--- config.mk ---
export PLATFORM = sky130hd
export DESIGN_NAME = bb3g_cell
export DESIGN_NICKNAME = d
export VERILOG_FILES = /design/src/design/assert_macros.svh /design/src/design/bb3g_pkg.sv /design/src/design/bb3g_cell.sv
export SDC_FILE = /design/constraint.sdc
export NUM_CORES = 1
export LEC_CHECK = 0
export ABC_AREA = 1
export BUFFER_PORTS_ARGS = -buffer_cell sky130_fd_sc_hd__buf_2
export CAP_MARGIN = 40
export CORE_MARGIN = 1.5
export CORE_UTILIZATION = 53
export CTS_CLUSTER_DIAMETER = 100
export DETAILED_ROUTE_END_ITERATION = 12
export PLACE_DENSITY_LB_ADDON = 0.15
export SLEW_MARGIN = 20
export SYNTH_ARGS = -nofsm -noshare
export SYNTH_HDL_FRONTEND = slang
export SYNTH_SLANG_ARGS = --single-unit
--- constraint.sdc ---
create_clock -name clock -period 9.2 [get_ports clock]
set_clock_uncertainty 0.15 [all_clocks]
set_input_delay 0.92 -clock clock [delete_from_list [all_inputs] [get_ports clock]]
set_output_delay 0.92 -clock clock [all_outputs]
set_load 0.05 [all_outputs]
--- src/design/assert_macros.svh ---
// Assertion macros shared by the blur datapath modules.
// No dependencies; include by bare file name where checks are written.
`ifndef ASSERT_MACROS_SVH
`define ASSERT_MACROS_SVH

// Clocked check, quiet while reset is high.
`define BB_ASSERT(lbl, clk, rst, prop, msg) \
   lbl: assert property (@(posedge clk) disable iff (rst) prop) else $error(msg);

// Clocked check that also holds during reset.
`define BB_ASSERT_ALWAYS(lbl, clk, prop, msg) \
   lbl: assert property (@(posedge clk) prop) else $error(msg);

`endif

--- src/design/bb3g_pkg.sv ---
// Shared constants, types and arithmetic helpers for the 3x3 gray box blur.
// No dependencies; imported by bb3g_stream_if, box_blur_3x3_gray, bb3g_cell and bb3g_out_fifo.
`timescale 1ns / 1ps

package bb3g_pkg;

   // Register and field widths
   localparam int CFG_W        = 11;
   localparam int PIX_W        = 8;
   localparam int SUM3_W       = 10;   // red + green + blue, or one column sum
   localparam int SUM_W        = 12;   // nine gray values
   localparam int CSR_IDX_W    = 1;

   // Frame geometry
   localparam int MAX_WIDTH_DEF = 1024;
   localparam int MAX_HEIGHT    = 1024;
   localparam int FRAME_RST     = 4;

   // Reciprocal constants: x/3 for x <= 765, x/9 for x <= 2295
   localparam int GRAY_RECIP   = 683;
   localparam int GRAY_SHIFT   = 11;
   localparam int DIV9_RECIP   = 3641;
   localparam int DIV9_SHIFT   = 15;

   // Output queue
   localparam int OQ_DEPTH     = 4;
   localparam int OQ_CW        = $clog2(OQ_DEPTH + 1);

   // Register indexes
   localparam logic [CSR_IDX_W-1:0] REG_FRAME_WIDTH  = 1'b0;
   localparam logic [CSR_IDX_W-1:0] REG_FRAME_HEIGHT = 1'b1;

   // Opcodes
   localparam logic OP_PIXEL = 1'b0;
   localparam logic OP_FLUSH = 1'b1;

   typedef logic [PIX_W-1:0] pix_type;

   // One window column: top row first
   typedef struct packed {
      pix_type top;
      pix_type mid;
      pix_type bot;
   } pix_col_type;

   typedef struct packed {
      logic shift;     // take a new column this cycle
      logic zero_in;   // take zeros instead of the neighbor's column
      logic clear;     // return to the reset state
   } cell_ctrl_type;

   typedef struct packed {
      pix_type blurred;
      logic    frame_last;
   } rsp_item_type;

   // Truncated mean of the three channels
   function automatic pix_type gray_of(input logic [SUM3_W-1:0] sum3);
      logic [2*SUM3_W-1:0] prod;
      prod = {{SUM3_W{1'b0}}, sum3} * (2*SUM3_W)'(GRAY_RECIP);
      return prod[GRAY_SHIFT +: PIX_W];
   endfunction

   // Sum of the three values of one column
   function automatic logic [SUM3_W-1:0] col_sum(input pix_col_type col);
      return SUM3_W'(col.top) + SUM3_W'(col.mid) + SUM3_W'(col.bot);
   endfunction

   // Truncated window sum / 9; the result never exceeds 255
   function automatic pix_type div9(input logic [SUM_W-1:0] sum);
      logic [2*SUM_W-1:0] prod;
      prod = {{SUM_W{1'b0}}, sum} * (2*SUM_W)'(DIV9_RECIP);
      return prod[DIV9_SHIFT +: PIX_W];
   endfunction

endpackage

--- src/design/bb3g_cell.sv ---
// One window column cell: holds three gray values, hands them to its
// neighbor and adds its column sum onto the running window sum.
// Depends on bb3g_pkg.
`timescale 1ns / 1ps

module bb3g_cell import bb3g_pkg::*; (
   input  logic             clock,
   input  logic             reset,
   input  cell_ctrl_type    ctrl,
   input  pix_col_type      nb_col,
   output pix_col_type      out_col,
   input  logic [SUM_W-1:0] acc_from,
   output logic [SUM_W-1:0] acc_to
);

   pix_col_type col_ff;
   pix_col_type col_in;

   // Pick the next column: restart, row start, shift or hold
   always_comb begin
      col_in = col_ff;
      if (ctrl.clear) begin
         col_in = '0;
      end else if (ctrl.shift) begin
         col_in = ctrl.zero_in ? '0 : nb_col;
      end
   end

   always_ff @(posedge clock) begin
      if (reset) begin
         col_ff <= '0;
      end else begin
         col_ff <= col_in;
      end
   end

   // Pass the column on and grow the partial sum
   assign out_col = col_ff;
   assign acc_to  = acc_from + SUM_W'(col_sum(col_ff));

endmodule

# Word level (Yosys, flattened, before mapping)
# Index checks and enable logic that the tools add are counted.
[totals]
register_bits = 24
latch_bits = 0
ramBits = 0
romBits = 0
input_bits = 41
output_inout_bits = 36
mem_count = 0
[classes]
n_addsub = 3
n_mul = 0
div = 0
n_lt_le_gt_ge = 0
n_eq_ne = 0
shifts = 0
mux = 1
n_bitwise = 0
reduce_logical = 1
[ops]
columns = ["operator", "count"]
rows = [
  ["24-bit 2-to-1 mux", 1],
  ["12-bit by 10-bit adder with 12-bit output", 1],
  ["9-bit by 8-bit adder with 10-bit output", 1],
  ["8-bit by 8-bit adder with 9-bit output", 1],
  ["2-bit OR reduction", 1],
]

# Longest topological paths before layout
[logic_depth]
word_depth = 3
mapped_depth = 14
ltp_nobuf = 14

# Worst setup path before layout
# Ideal clock, no wire load.
[synth_path]
path_kind = "register to output"
start = "register col_ff, in the netlist out_col[1]"
end = "output acc_to[5]"
t_arrival_ps = 3474
path_slack_ps = 4656
path_stages_with_launch = 12
path_buffers = 0
path_cell_list = "dfxtp_1 -> inv_1 -> fa_1 -> inv_1 -> fa_1 -> ha_1 -> inv_1 -> fa_1 -> inv_1 -> nand3_1 -> nand3_1 -> xor2_1"
[synth_between]
elab_chain_len = 2
[synth_lines]
columns = ["item", "line", "text"]
rows = [
  ["start: declaration", "bb3g_cell.sv:16", "pix_col_type col_ff;"],
  ["start signal: assignment", "bb3g_cell.sv:33", "col_ff <= col_in;"],
  ["9-bit by 8-bit adder with 10-bit output", "bb3g_pkg.sv:66", "return SUM3_W'(col.top) + SUM3_W'(col.mid) + SUM3_W'(col.bot);"],
  ["12-bit by 10-bit adder with 12-bit output", "bb3g_cell.sv:39", "assign acc_to = acc_from + SUM_W'(col_sum(col_ff));"],
  ["end: declaration", "bb3g_cell.sv:13", "output logic [SUM_W-1:0] acc_to"],
]
# No other way between the ends.

# Worst setup path in the final report
[layout_path]
start = "register col_ff, in the netlist out_col[1]"
end = "output acc_to[9]"
# Same word-level chain as after synthesis.

==> flow_summary.ini <==
[logic_synthesis]
yosysMostFrequentCell = nand2_1
synth_seq_cells = 24
synth_ff_type = dfxtp_1
synth_cell_types = 21
netlist_instances = 269
synth.area.top_cells = dfxtp_1, fa_1, nand2_1
synth_top_area_frac = 0.242
mappedNetlistArea_mm2 = 0.00198
ys_seq_area_frac = 0.242
synth_edf_count = 0
synth_common_cells = nand2_1, inv_1, nand3_1, dfxtp_1, a21oi_2
async_flop_share = 0
yosysWarnings = 0
synth_area_leader_cell = dfxtp_1
syn_nets = 337
synth_area_per_cell_um2 = 7.37

[critical_path]
cpPeakStageDelay_ps = 560
endpoint = acc_to[9]
r2r_slack_ps = 8200
r2r_start = out_col[17]$_SDFFE_PP0P_
endpoint_kind = output port
r2r_cells = 3
worst_r2r_endpoint = out_col[17]$_SDFFE_PP0P_
crit_type = reg -> out
critPathRequiredTime_ps = 8130
crit_path_cell_trace = inv_1 > fa_1 > inv_1 > fa_1 > ha_1 > inv_1 > fa_1 > inv_1 > nand3_1 > nand3_1 > nand2_1 > nand2_1 > nand2_1 > nand2_1 > buf_2
cp_max_fo = 3
critPathArrivalTime_ps = 3300
start_kind = flop
crit_start = out_col[1]$_SDFFE_PP0P_
crit_slowest_cell = fa_1

[drt]
drtPass1Iterations = 4
wire_per_inst_um = 11.3
vias = 1842
drc = 0
drt_iter0_markers = 59
antenna_left = 0
routed_wl_mm = 4.38
vias_per_cell = 4.75

[layout]
diodes = 0
drive_gt1_frac = 0.312
num-nets-final = 409
final_core_util = 0.671
instances_no_fill = 388
largest_reg_flops = 24
area_delta_synth_final_pct = 22.9
num-fill-cells = 357

[sta]
min_period_over_period = 0.475
fmax_mhz = 229
finalSetupViolCount = 0
tightest_slew_ps = 721
hold_ws_ps = 338
rsz0062_at_grt = no
maxSlewHeadroom = 0.519
finalCriticalPeriod_ps = 4370
finalMaxSlewViolations = 0
tns_ps = 0
hold_viol = 0

[clock_tree]
cts_root_buf = clkbuf_8
clk_pin_slew_worst_paths_ps = 90
cts_tree = built
numCtsBuffers = 3
cts_resized = 0
clock_sinks = 24
worstSkewPairLatency_ps = 270
htree_levels = 1
cts_setup_buffers = 0
postCtsHoldBufs = 0
clock_path_buffers = 2

[floorplanning]
dieWidth_um = 64.2
rows = 22
start_util = 0.546
pin_count = 77
die_area_mm2 = 0.00412
design.core.area_mm2 = 0.00363
fp.dieH_um = 64.2

[status]
status = finished clean

[global_routing]
grt_first_pass_wirelength_mm = 7.41
grt_util_all_layers = 0.227
grt_pass1_vias = 1750
antenna_found_initial = 0
grt.overflow.total = 0
grt_max_degree = 27

[placed_design]
dp_hpwl_mm = 3.48
io_buffers = 76
gp_congestion = 0.840
dpl.cell_count = 384

[hold_path]
holdCritStartpoint = out_col[15]$_SDFFE_PP0P_
worstHoldPathType = reg -> reg

[power]
peakVddDrop_uv = 114
leakage_nw = 1.26
powerDensity_mw_per_mm2 = 124

[run]
cap_violations = 0
## worst min path at each step
stage | end | slack (ps) | cells after the start
floorplan | out_col[15]$_SDFFE_PP0P_ | 550 | 2
global placement | out_col[15]$_SDFFE_PP0P_ | 320 | 2
detailed placement | out_col[15]$_SDFFE_PP0P_ | 320 | 2
CTS | out_col[15]$_SDFFE_PP0P_ | 340 | 2
global route | out_col[15]$_SDFFE_PP0P_ | 360 | 2
finish | out_col[15]$_SDFFE_PP0P_ | 340 | 2
## critical path, delay by kind of cell, from the launching register on
family,cells,cell delay (ps)
adder cells (fa/ha/maj),4,1670
buffers and inverters,5,540
flip-flops,1,360
AND/OR/NAND/NOR,6,450
## final cells by class
type | count | area (µm²) | area share
Sequential cell | 24 | 480 | 0.197
Tap cell | 48 | 60.1 | 0.0246
Timing Repair Buffer | 77 | 388 | 0.159
Clock buffer | 3 | 41.3 | 0.0169
Inverter | 61 | 229 | 0.0939
Clock inverter | 1 | 30.0 | 0.0123
Multi-Input combinational cell | 174 | 1210 | 0.496
## routing by layer
layer,share of wire,track usage
met1,0.45,0.298
met2,0.48,0.400
met3,0.062,0.0335
met4,0.0059,0.0399
met5,0,0
## placed cells by master (no fill, tap or decap)
| cell type | count |
|---|---|
| a21boi_1 | 1 |
| a21oi_1 | 5 |
| a21oi_2 | 22 |
| buf_2 | 76 |
| buf_4 | 1 |
| bufinv_16 | 1 |
| clkbuf_8 | 3 |
| dfxtp_1 | 24 |
| fa_1 | 16 |
| ha_1 | 11 |
| inv_1 | 60 |
| inv_2 | 1 |
| nand2_1 | 66 |
| nand3_1 | 34 |
| nand3_2 | 1 |
| nand4_1 | 2 |
| nor2_1 | 10 |
| or2_1 | 1 |
| or2_2 | 1 |
| xnor2_1 | 1 |
| xor2_1 | 3 |
## power by group
| part | total [mW] | switching (mW) | internal (mW) |
|---|---|---|---|
| clock network | 0.0928 | 0.0346 | 0.0582 |
| logic | 0.101 | 0.0719 | 0.0291 |
| registers | 0.108 | 0.00172 | 0.106 |
| total | 0.301 | 0.108 | 0.193 |
## cell families (layout without fill, tap and decap cells)
logic type	count (synthesis)	in the layout	synth area share
flops	24	24	0.242
simple gates	115	115	0.247
xor+xnor	4	4	0.0177
fa+ha+maj	27	27	0.231
compound gates	28	28	0.114
buf+inv	71	142	0.148
## through the flow
step	power [mW]	setup WS, ps	instance area (µm²)
after detailed placement	0.212	5090	2370
final	0.301	4830	2440
after global routing	0.316	4620	2440
after floorplan	0.188	4660	1980
after CTS	0.302	4810	2440
after global placement	0.210	5150	2370
(Power assumes the default switching activity.)
