--- config.mk ---
export PLATFORM = sky130hd
export DESIGN_NAME = bb3g_out_fifo_flat
export DESIGN_NICKNAME = d
export VERILOG_FILES = /design/src/design/bb3g_pkg.sv /design/src/design/bb3g_stream_if.sv /design/src/design/bb3g_out_fifo.sv /design/src/flat_wrapper.sv
export VERILOG_INCLUDE_DIRS = /design/src /design/src/design
export SDC_FILE = /design/constraint.sdc
export NUM_CORES = 1
export LEC_CHECK = 0
export BUFFER_PORTS_ARGS = -buffer_cell sky130_fd_sc_hd__buf_4
export CAP_MARGIN = 5
export CORE_MARGIN = 2
export CORE_UTILIZATION = 40
export DETAILED_ROUTE_END_ITERATION = 8
export PLACE_DENSITY = 0.63
export SETUP_SLACK_MARGIN = 0.4
export SYNTH_ARGS = -nofsm -noshare
export SYNTH_HDL_FRONTEND = slang
export SYNTH_SLANG_ARGS = --single-unit
--- constraint.sdc ---
create_clock -name clock -period 4.8 [get_ports clock]
set_clock_uncertainty 0.05 [all_clocks]
set_input_delay 0.48 -clock clock [delete_from_list [all_inputs] [get_ports clock]]
set_output_delay 0.48 -clock clock [all_outputs]
set_load 0.01 [all_outputs]
--- src/design/assert_macros.svh ---
// Assertion macros shared by the blur datapath modules.
// No dependencies; include by bare file name where checks are written.
`ifndef ASSERT_MACROS_SVH
`define ASSERT_MACROS_SVH

// Clocked check, quiet while reset is high.
`define BB_ASSERT(lbl, clk, rst, prop, msg) \
   lbl: assert property (@(posedge clk) disable iff (rst) prop) else $error(msg);

// Clocked check that also holds during reset.
`define BB_ASSERT_ALWAYS(lbl, clk, prop, msg) \
   lbl: assert property (@(posedge clk) prop) else $error(msg);

`endif

--- src/design/bb3g_pkg.sv ---
// Shared constants, types and arithmetic helpers for the 3x3 gray box blur.
// No dependencies; imported by bb3g_stream_if, box_blur_3x3_gray, bb3g_cell and bb3g_out_fifo.
`timescale 1ns / 1ps

package bb3g_pkg;

   // Register and field widths
   localparam int CFG_W        = 11;
   localparam int PIX_W        = 8;
   localparam int SUM3_W       = 10;   // red + green + blue, or one column sum
   localparam int SUM_W        = 12;   // nine gray values
   localparam int CSR_IDX_W    = 1;

   // Frame geometry
   localparam int MAX_WIDTH_DEF = 1024;
   localparam int MAX_HEIGHT    = 1024;
   localparam int FRAME_RST     = 4;

   // Reciprocal constants: x/3 for x <= 765, x/9 for x <= 2295
   localparam int GRAY_RECIP   = 683;
   localparam int GRAY_SHIFT   = 11;
   localparam int DIV9_RECIP   = 3641;
   localparam int DIV9_SHIFT   = 15;

   // Output queue
   localparam int OQ_DEPTH     = 4;
   localparam int OQ_CW        = $clog2(OQ_DEPTH + 1);

   // Register indexes
   localparam logic [CSR_IDX_W-1:0] REG_FRAME_WIDTH  = 1'b0;
   localparam logic [CSR_IDX_W-1:0] REG_FRAME_HEIGHT = 1'b1;

   // Opcodes
   localparam logic OP_PIXEL = 1'b0;
   localparam logic OP_FLUSH = 1'b1;

   typedef logic [PIX_W-1:0] pix_type;

   // One window column: top row first
   typedef struct packed {
      pix_type top;
      pix_type mid;
      pix_type bot;
   } pix_col_type;

   typedef struct packed {
      logic shift;     // take a new column this cycle
      logic zero_in;   // take zeros instead of the neighbor's column
      logic clear;     // return to the reset state
   } cell_ctrl_type;

   typedef struct packed {
      pix_type blurred;
      logic    frame_last;
   } rsp_item_type;

   // Truncated mean of the three channels
   function automatic pix_type gray_of(input logic [SUM3_W-1:0] sum3);
      logic [2*SUM3_W-1:0] prod;
      prod = {{SUM3_W{1'b0}}, sum3} * (2*SUM3_W)'(GRAY_RECIP);
      return prod[GRAY_SHIFT +: PIX_W];
   endfunction

   // Sum of the three values of one column
   function automatic logic [SUM3_W-1:0] col_sum(input pix_col_type col);
      return SUM3_W'(col.top) + SUM3_W'(col.mid) + SUM3_W'(col.bot);
   endfunction

   // Truncated window sum / 9; the result never exceeds 255
   function automatic pix_type div9(input logic [SUM_W-1:0] sum);
      logic [2*SUM_W-1:0] prod;
      prod = {{SUM_W{1'b0}}, sum} * (2*SUM_W)'(DIV9_RECIP);
      return prod[DIV9_SHIFT +: PIX_W];
   endfunction

endpackage

--- src/design/bb3g_stream_if.sv ---


interface bb3g_rsp_if import bb3g_pkg::*; ();
   logic              valid;
   logic              ready;
   logic [PIX_W-1:0]  blurred;
   logic              frame_last;

   modport source (output valid, blurred, frame_last, input ready);
   modport sink   (input valid, blurred, frame_last, output ready);
endinterface

--- src/design/bb3g_out_fifo.sv ---
// Small output queue that drives the response channel; it decouples the
// datapath from response back-pressure. Depends on bb3g_pkg, bb3g_rsp_if.
`timescale 1ns / 1ps
`include "assert_macros.svh"

module bb3g_out_fifo import bb3g_pkg::*; (
   input  logic               clock,
   input  logic               reset,
   input  logic               push,
   input  rsp_item_type       push_data,
   output logic [OQ_CW-1:0]   occupancy,
   bb3g_rsp_if.source         rsp_if
);

   localparam int PTR_W = $clog2(OQ_DEPTH);

   rsp_item_type     mem_ff [OQ_DEPTH];
   logic [PTR_W-1:0] wr_ptr_ff, wr_ptr_in;
   logic [PTR_W-1:0] rd_ptr_ff, rd_ptr_in;
   logic [OQ_CW-1:0] count_ff, count_in;
   logic             pop;

   assign rsp_if.valid      = (count_ff != '0);
   assign rsp_if.blurred    = mem_ff[rd_ptr_ff].blurred;
   assign rsp_if.frame_last = mem_ff[rd_ptr_ff].frame_last;
   assign pop               = rsp_if.valid && rsp_if.ready;
   assign occupancy         = count_ff;

   // Advance pointers and count
   always_comb begin
      wr_ptr_in = wr_ptr_ff;
      rd_ptr_in = rd_ptr_ff;
      count_in  = count_ff;
      if (push) begin
         wr_ptr_in = (wr_ptr_ff == PTR_W'(OQ_DEPTH - 1)) ? '0 : wr_ptr_ff + 1'b1;
      end
      if (pop) begin
         rd_ptr_in = (rd_ptr_ff == PTR_W'(OQ_DEPTH - 1)) ? '0 : rd_ptr_ff + 1'b1;
      end
      if (push && !pop) begin
         count_in = count_ff + 1'b1;
      end else if (pop && !push) begin
         count_in = count_ff - 1'b1;
      end
   end

   always_ff @(posedge clock) begin
      if (reset) begin
         wr_ptr_ff <= '0;
         rd_ptr_ff <= '0;
         count_ff  <= '0;
      end else begin
         wr_ptr_ff <= wr_ptr_in;
         rd_ptr_ff <= rd_ptr_in;
         count_ff  <= count_in;
      end
   end

   // Store entries
   always_ff @(posedge clock) begin
      if (push) begin
         mem_ff[wr_ptr_ff] <= push_data;
      end
   end

   `BB_ASSERT(a_oq_no_overflow, clock, reset, push |-> (count_ff < OQ_CW'(OQ_DEPTH)), "output queue overflow")

endmodule
--- src/flat_wrapper.sv ---
// flat-port wrapper written by rule: the top's interface ports become plain ports
module bb3g_out_fifo_flat import bb3g_pkg::*;
  (clock, reset, push, push_data, occupancy, rsp_if_valid, rsp_if_blurred, rsp_if_frame_last, rsp_if_ready);
  bb3g_rsp_if rsp_if_i ();
  input  logic clock;
  input  logic reset;
  input  logic push;
  input  rsp_item_type push_data;
  output logic [OQ_CW-1:0] occupancy;
  output wire logic [$bits(rsp_if_i.valid)-1:0] rsp_if_valid;
  output wire logic [$bits(rsp_if_i.blurred)-1:0] rsp_if_blurred;
  output wire logic [$bits(rsp_if_i.frame_last)-1:0] rsp_if_frame_last;
  input wire logic [$bits(rsp_if_i.ready)-1:0] rsp_if_ready;
  assign rsp_if_valid = rsp_if_i.valid;
  assign rsp_if_blurred = rsp_if_i.blurred;
  assign rsp_if_frame_last = rsp_if_i.frame_last;
  assign rsp_if_i.ready = rsp_if_ready;
  bb3g_out_fifo u_core (.clock(clock), .reset(reset), .push(push), .push_data(push_data), .occupancy(occupancy), .rsp_if(rsp_if_i));
endmodule
### Word-level counts from Yosys, hierarchy flattened

Memory sizes are Yosys's and may differ from the RTL's. A register that Yosys moved wholly into a read port is not among the register bits.
Cells that the tools add are included.

* flip-flop bits (word level): 7
* latch bits: 0
* bits in writable memories: 36
* bits in read-only memories: 0
* input port bits: 13
* output and inout port bits: 13
* logic and storage cells: 25
* memories kept: 1

* add/sub/neg operators: 4
* multipliers: 0
* div/mod/pow operators: 0
* magnitude comparators: 0
* equal/unequal tests: 2
* shifts and indexed selects: 0
* mux-type cells: 8
* bitwise gates (word level): 0
* reductions and logical operators: 7

Memories
* u_core.mem_ff: depth 4, bits a word 9, rd ports 1, clocked after Yosys merged registers in 1, wr ports 1, RTL line bb3g_out_fifo.sv:17 `rsp_item_type mem_ff [OQ_DEPTH];`

Operators with widths (count)
* $mux W2: 4
* $mux W3: 2
* $add A2 B1 Y2 const B: 2
* $eq A2 B2 Y1 const B: 2
* $add A3 B1 Y3 const B: 1
* $logic_and A1 B1 Y1: 3
* $reduce_bool A3 Y1: 1
* $sub A3 B1 Y3 const B: 1
* $logic_not A1 Y1: 2
* $mux W1: 2
* $reduce_bool A2 Y1: 1

### Longest topological paths before layout

* depth after elaboration: 5
* gate-level depth with buffers: 7
* mapped depth without buffers: 7

### Worst setup path after synthesis

No wires, ideal clock.

* path type: register to register
* start: register u_core.count_ff[0], in the netlist u_core.occupancy[0]
* end: register u_core.count_ff[2], in the netlist u_core.occupancy[2]
* library setup time: 0.070 ns
* data arrival time: 1.873 ns
* path slack: 2.808 ns
* cell stages (with the launch flop): 8
* buffers on the path: 0
* cells stage by stage: dfxtp_1 o31ai_4 ha_1 inv_1 fa_1 xor2_1 or3_1 a21oi_1

* cells in the longest elaborated chain, start to end: 5
* elaborated cells on any way between the ends: 10

RTL lines
* start, declared: RTL line bb3g_out_fifo.sv:20 `logic [OQ_CW-1:0] count_ff, count_in;`
* start signal, assigned: RTL line bb3g_out_fifo.sv:55 `count_ff <= count_in;`
* branches (longest 5 deep; another with $sub A3 B1 Y3)

Several ways; the timed one is not identified. The select of a mux whose other input is x is not followed.
A chain may end at the register's enable or synchronous reset.

==> metrics.log <==
INFO  metric run_status = finished, final reports clean
INFO  metric rr_startpoint = u_core.occupancy[0]
INFO  metric grt_first_pass_wirelength = 4400 um
INFO  metric final_min_period_over_clock_period = 0.479
INFO  metric hold_path_end = u_core.mem_ff[1][4]
INFO  metric critical_path_class = flop to primary output
INFO  metric syn-num-nets = 111
INFO  metric cts_root_buf = clkbuf_8
INFO  metric cts.reportedPaths.clkPinSlew = 80 ps
INFO  metric gr-usage-all-layers = 0.124
INFO  metric yosysWarningCount = 0
INFO  metric via_count_of_the_first_global_routing_pass = 892
INFO  metric cp-end-kind = primary output
INFO  metric power.leakage = 0.766 nW
INFO  metric synth_cell_type_count = 20
INFO  metric setup_repair_after_global_routing_missed_its_margin = false
INFO  metric grt_overflow = 0
INFO  metric post-layout-total-power = 0.991 mW
INFO  metric cap_viol_max_count = 0
INFO  metric drv_slew = 0
INFO  metric setup-tns-final = 0 ps
INFO  metric routed_wire_length_per_instance = 16.1 um
INFO  metric total_die_area = 4940 sq um
INFO  metric route.detailed.drc = 0
INFO  metric clk_path_buf_depth = 2
INFO  metric seqCellArea = 1260 sq um
INFO  metric cts-htree-levels = 2
INFO  metric post-route-cell-area = 2100 sq um
INFO  metric cts-hold-fix-buffers = 0
INFO  metric die_height = 70.3 um
INFO  metric cts_inserted_buffers = 5
INFO  metric holdCritStartpoint = push_data[4]
INFO  metric r2r_slack = 2700 ps
INFO  metric fmaxAchievable = 435 MHz
INFO  metric syn_inst = 91
INFO  metric crit_required = 4270 ps
INFO  metric grt_start_max_net_pins = 15
INFO  metric tightest_slew_margin_relative_to_the_limit = 0.581
INFO  metric power.ir.vdd_worst = 0.000289 V
INFO  metric areaGrowthSynthToFinish = 19.7%
INFO  metric place_area = 1990 sq um
INFO  metric cts.repair.resized = 0
INFO  metric hold_depth = 1
INFO  metric transition_at_the_pin_with_the_smallest_max_transition_slack = 628 ps
INFO  metric asyncSetResetFlopFracSynth = 0
INFO  metric arrival = 1770 ps
INFO  metric hold_viol_final = 0
INFO  metric multi_input_comb_area = 465 sq um
INFO  metric detail_route.first_pass.iterations = 4
INFO  metric synth_area_per_cell = 19.3 sq um
INFO  metric post-cts-setup-buffer-count = 0
INFO  metric clock_tree_from_tritoncts = built
INFO  metric cts.sink_count = 45
INFO  metric critical_path_peak_fanout = 9
INFO  metric synth_enable_flop_cells = 36
INFO  metric drt-initial-drc-count = 51
INFO  metric critical_path.cell_chain = mux4_2 -> buf_4
INFO  metric initial_antenna_violation_count = 0
INFO  metric residual_antenna_violating_net_count_after_detailed_routing = 0
INFO  metric core_region_area = 4290 sq um
INFO  metric max_stage_delay = 730 ps
INFO  metric critPathSlowestCell = dfxtp_1
INFO  metric seq_area_frac_synth = 0.717
INFO  metric start_kind = flop
INFO  metric routabilityCongestion = 0.685
INFO  metric min_path_type = input pin to flop
INFO  metric die_width = 70.3 um
INFO  metric clock_latency = 290 ps
INFO  metric cell_area_after_technology_mapping = 1760 sq um
INFO  metric dp.final_hpwl = 1930 um
INFO  metric initial_utilization = 0.409
INFO  metric power.density_cell_area = 471 nW/um^2
INFO  metric number_of_cell_rows = 24
INFO  metric synth_seq_cells = 45
INFO  metric drt-vias-per-instance = 4.91
INFO  metric insertedDiodeCount = 0
INFO  metric period_needed = 2300 ps
INFO  metric drive_gt1_frac = 0.361
INFO  metric filler_cell_count_in_the_final_layout = 385
INFO  metric critical_path.reg2reg.endpoint = u_core.occupancy[2]
INFO  metric reg2reg_depth = 7
INFO  metric layout.nets = 141
INFO  metric routed_wirelength = 2800 um
INFO  metric vias = 854
INFO  metric synthFlopType = edfxtp_1
INFO  metric io_pins = 26
INFO  metric final-setup-viol-count = 0
INFO  metric placement.io_buffers = 25
[worst max-delay path by stage]
stage | from | to | slack (ps)
2_1_floorplan | u_core.occupancy[0] | u_core.occupancy[2] | 2810
3_3_place_gp | u_core.occupancy[0] | u_core.occupancy[2] | 2740
3_5_place_dp | u_core.occupancy[0] | u_core.occupancy[2] | 2690
4_1_cts | flop | rsp_if_frame_last | 2410
5_1_grt | flop | rsp_if_frame_last | 2350
6_report | flop | rsp_if_frame_last | 2500
[critical path: cells and delay by family, from the launching register on]
family,cells,cell delay (ps)
flip-flops,1,730
multiplexers,1,590
buffers and inverters,1,160
[cell type report]
cell class | instances | area share
clock buffer | 5 | 0.0327
timing repair buffer | 25 | 0.0892
clock inverter | 3 | 0.0196
inverter | 4 | 0.00713
multi-input combinational | 40 | 0.221
sequential | 45 | 0.599
tap | 52 | 0.0309
[report_power, final]
| part | leakage, nW | internal, mW | switching (mW) | total (mW) |
|---|---|---|---|---|
| logic | 0.309 | 0.131 | 0.0855 | 0.216 |
| clock network | 0.0518 | 0.153 | 0.123 | 0.276 |
| registers | 0.405 | 0.453 | 0.0459 | 0.499 |
[state kept, by name (all words and copies together) (netlist names), named ones only]
register          cells
u_core.mem_ff        36
u_core.occupancy      3
u_core.rd_ptr_ff      2
u_core.wr_ptr_ff      2
[logic make-up after synthesis]
logic type,count (synthesis),synth area share
compound gates,5,0.0256
flops,45,0.717
fa+ha+maj,7,0.0541
buf+inv,6,0.0178
simple gates,14,0.0427
mux,12,0.132
xor+xnor,2,0.00997
[cell usage in the layout, fill, tap and decap left out, types with 3 or more instances in the layout]
master,n
nor2_1,5
edfxtp_1,36
buf_4,25
inv_1,4
mux4_2,9
dfxtp_1,9
clkbuf_8,5
mux2i_1,3
and2_1,4
ha_1,6
[Yosys cell counts, types with 2 or more instances]
library cell | number | area [sq um]
xor2_1 | 2 | 17.5
edfxtp_1 | 36 | 1080
mux4_2 | 9 | 203
a21oi_1 | 2 | 10.0
or3_1 | 2 | 12.5
mux2i_1 | 3 | 30.0
inv_1 | 4 | 15.0
ha_1 | 6 | 75.1
dfxtp_1 | 9 | 180
and2_1 | 4 | 25.0
nor2_1 | 5 | 18.8
[stage by stage]
step	worst slack, ps	hold WS (ps)	cells	utilization
after detailed placement	2690	457	166	0.464
after CTS	2410	320	174	0.490
after global routing	2350	313	174	0.490
after global placement	2740	436	166	0.464
after floorplan	2810	412	91	-
final	2500	330	174	0.490
[routing by layer]
metal  wire length [um]  global-route usage
met4                 57              0.0577
met3                184              0.0534
met5                  0                   0
met2               1410               0.206
met1               1140               0.136
No activity file was read; power rests on OpenSTA's default activity.
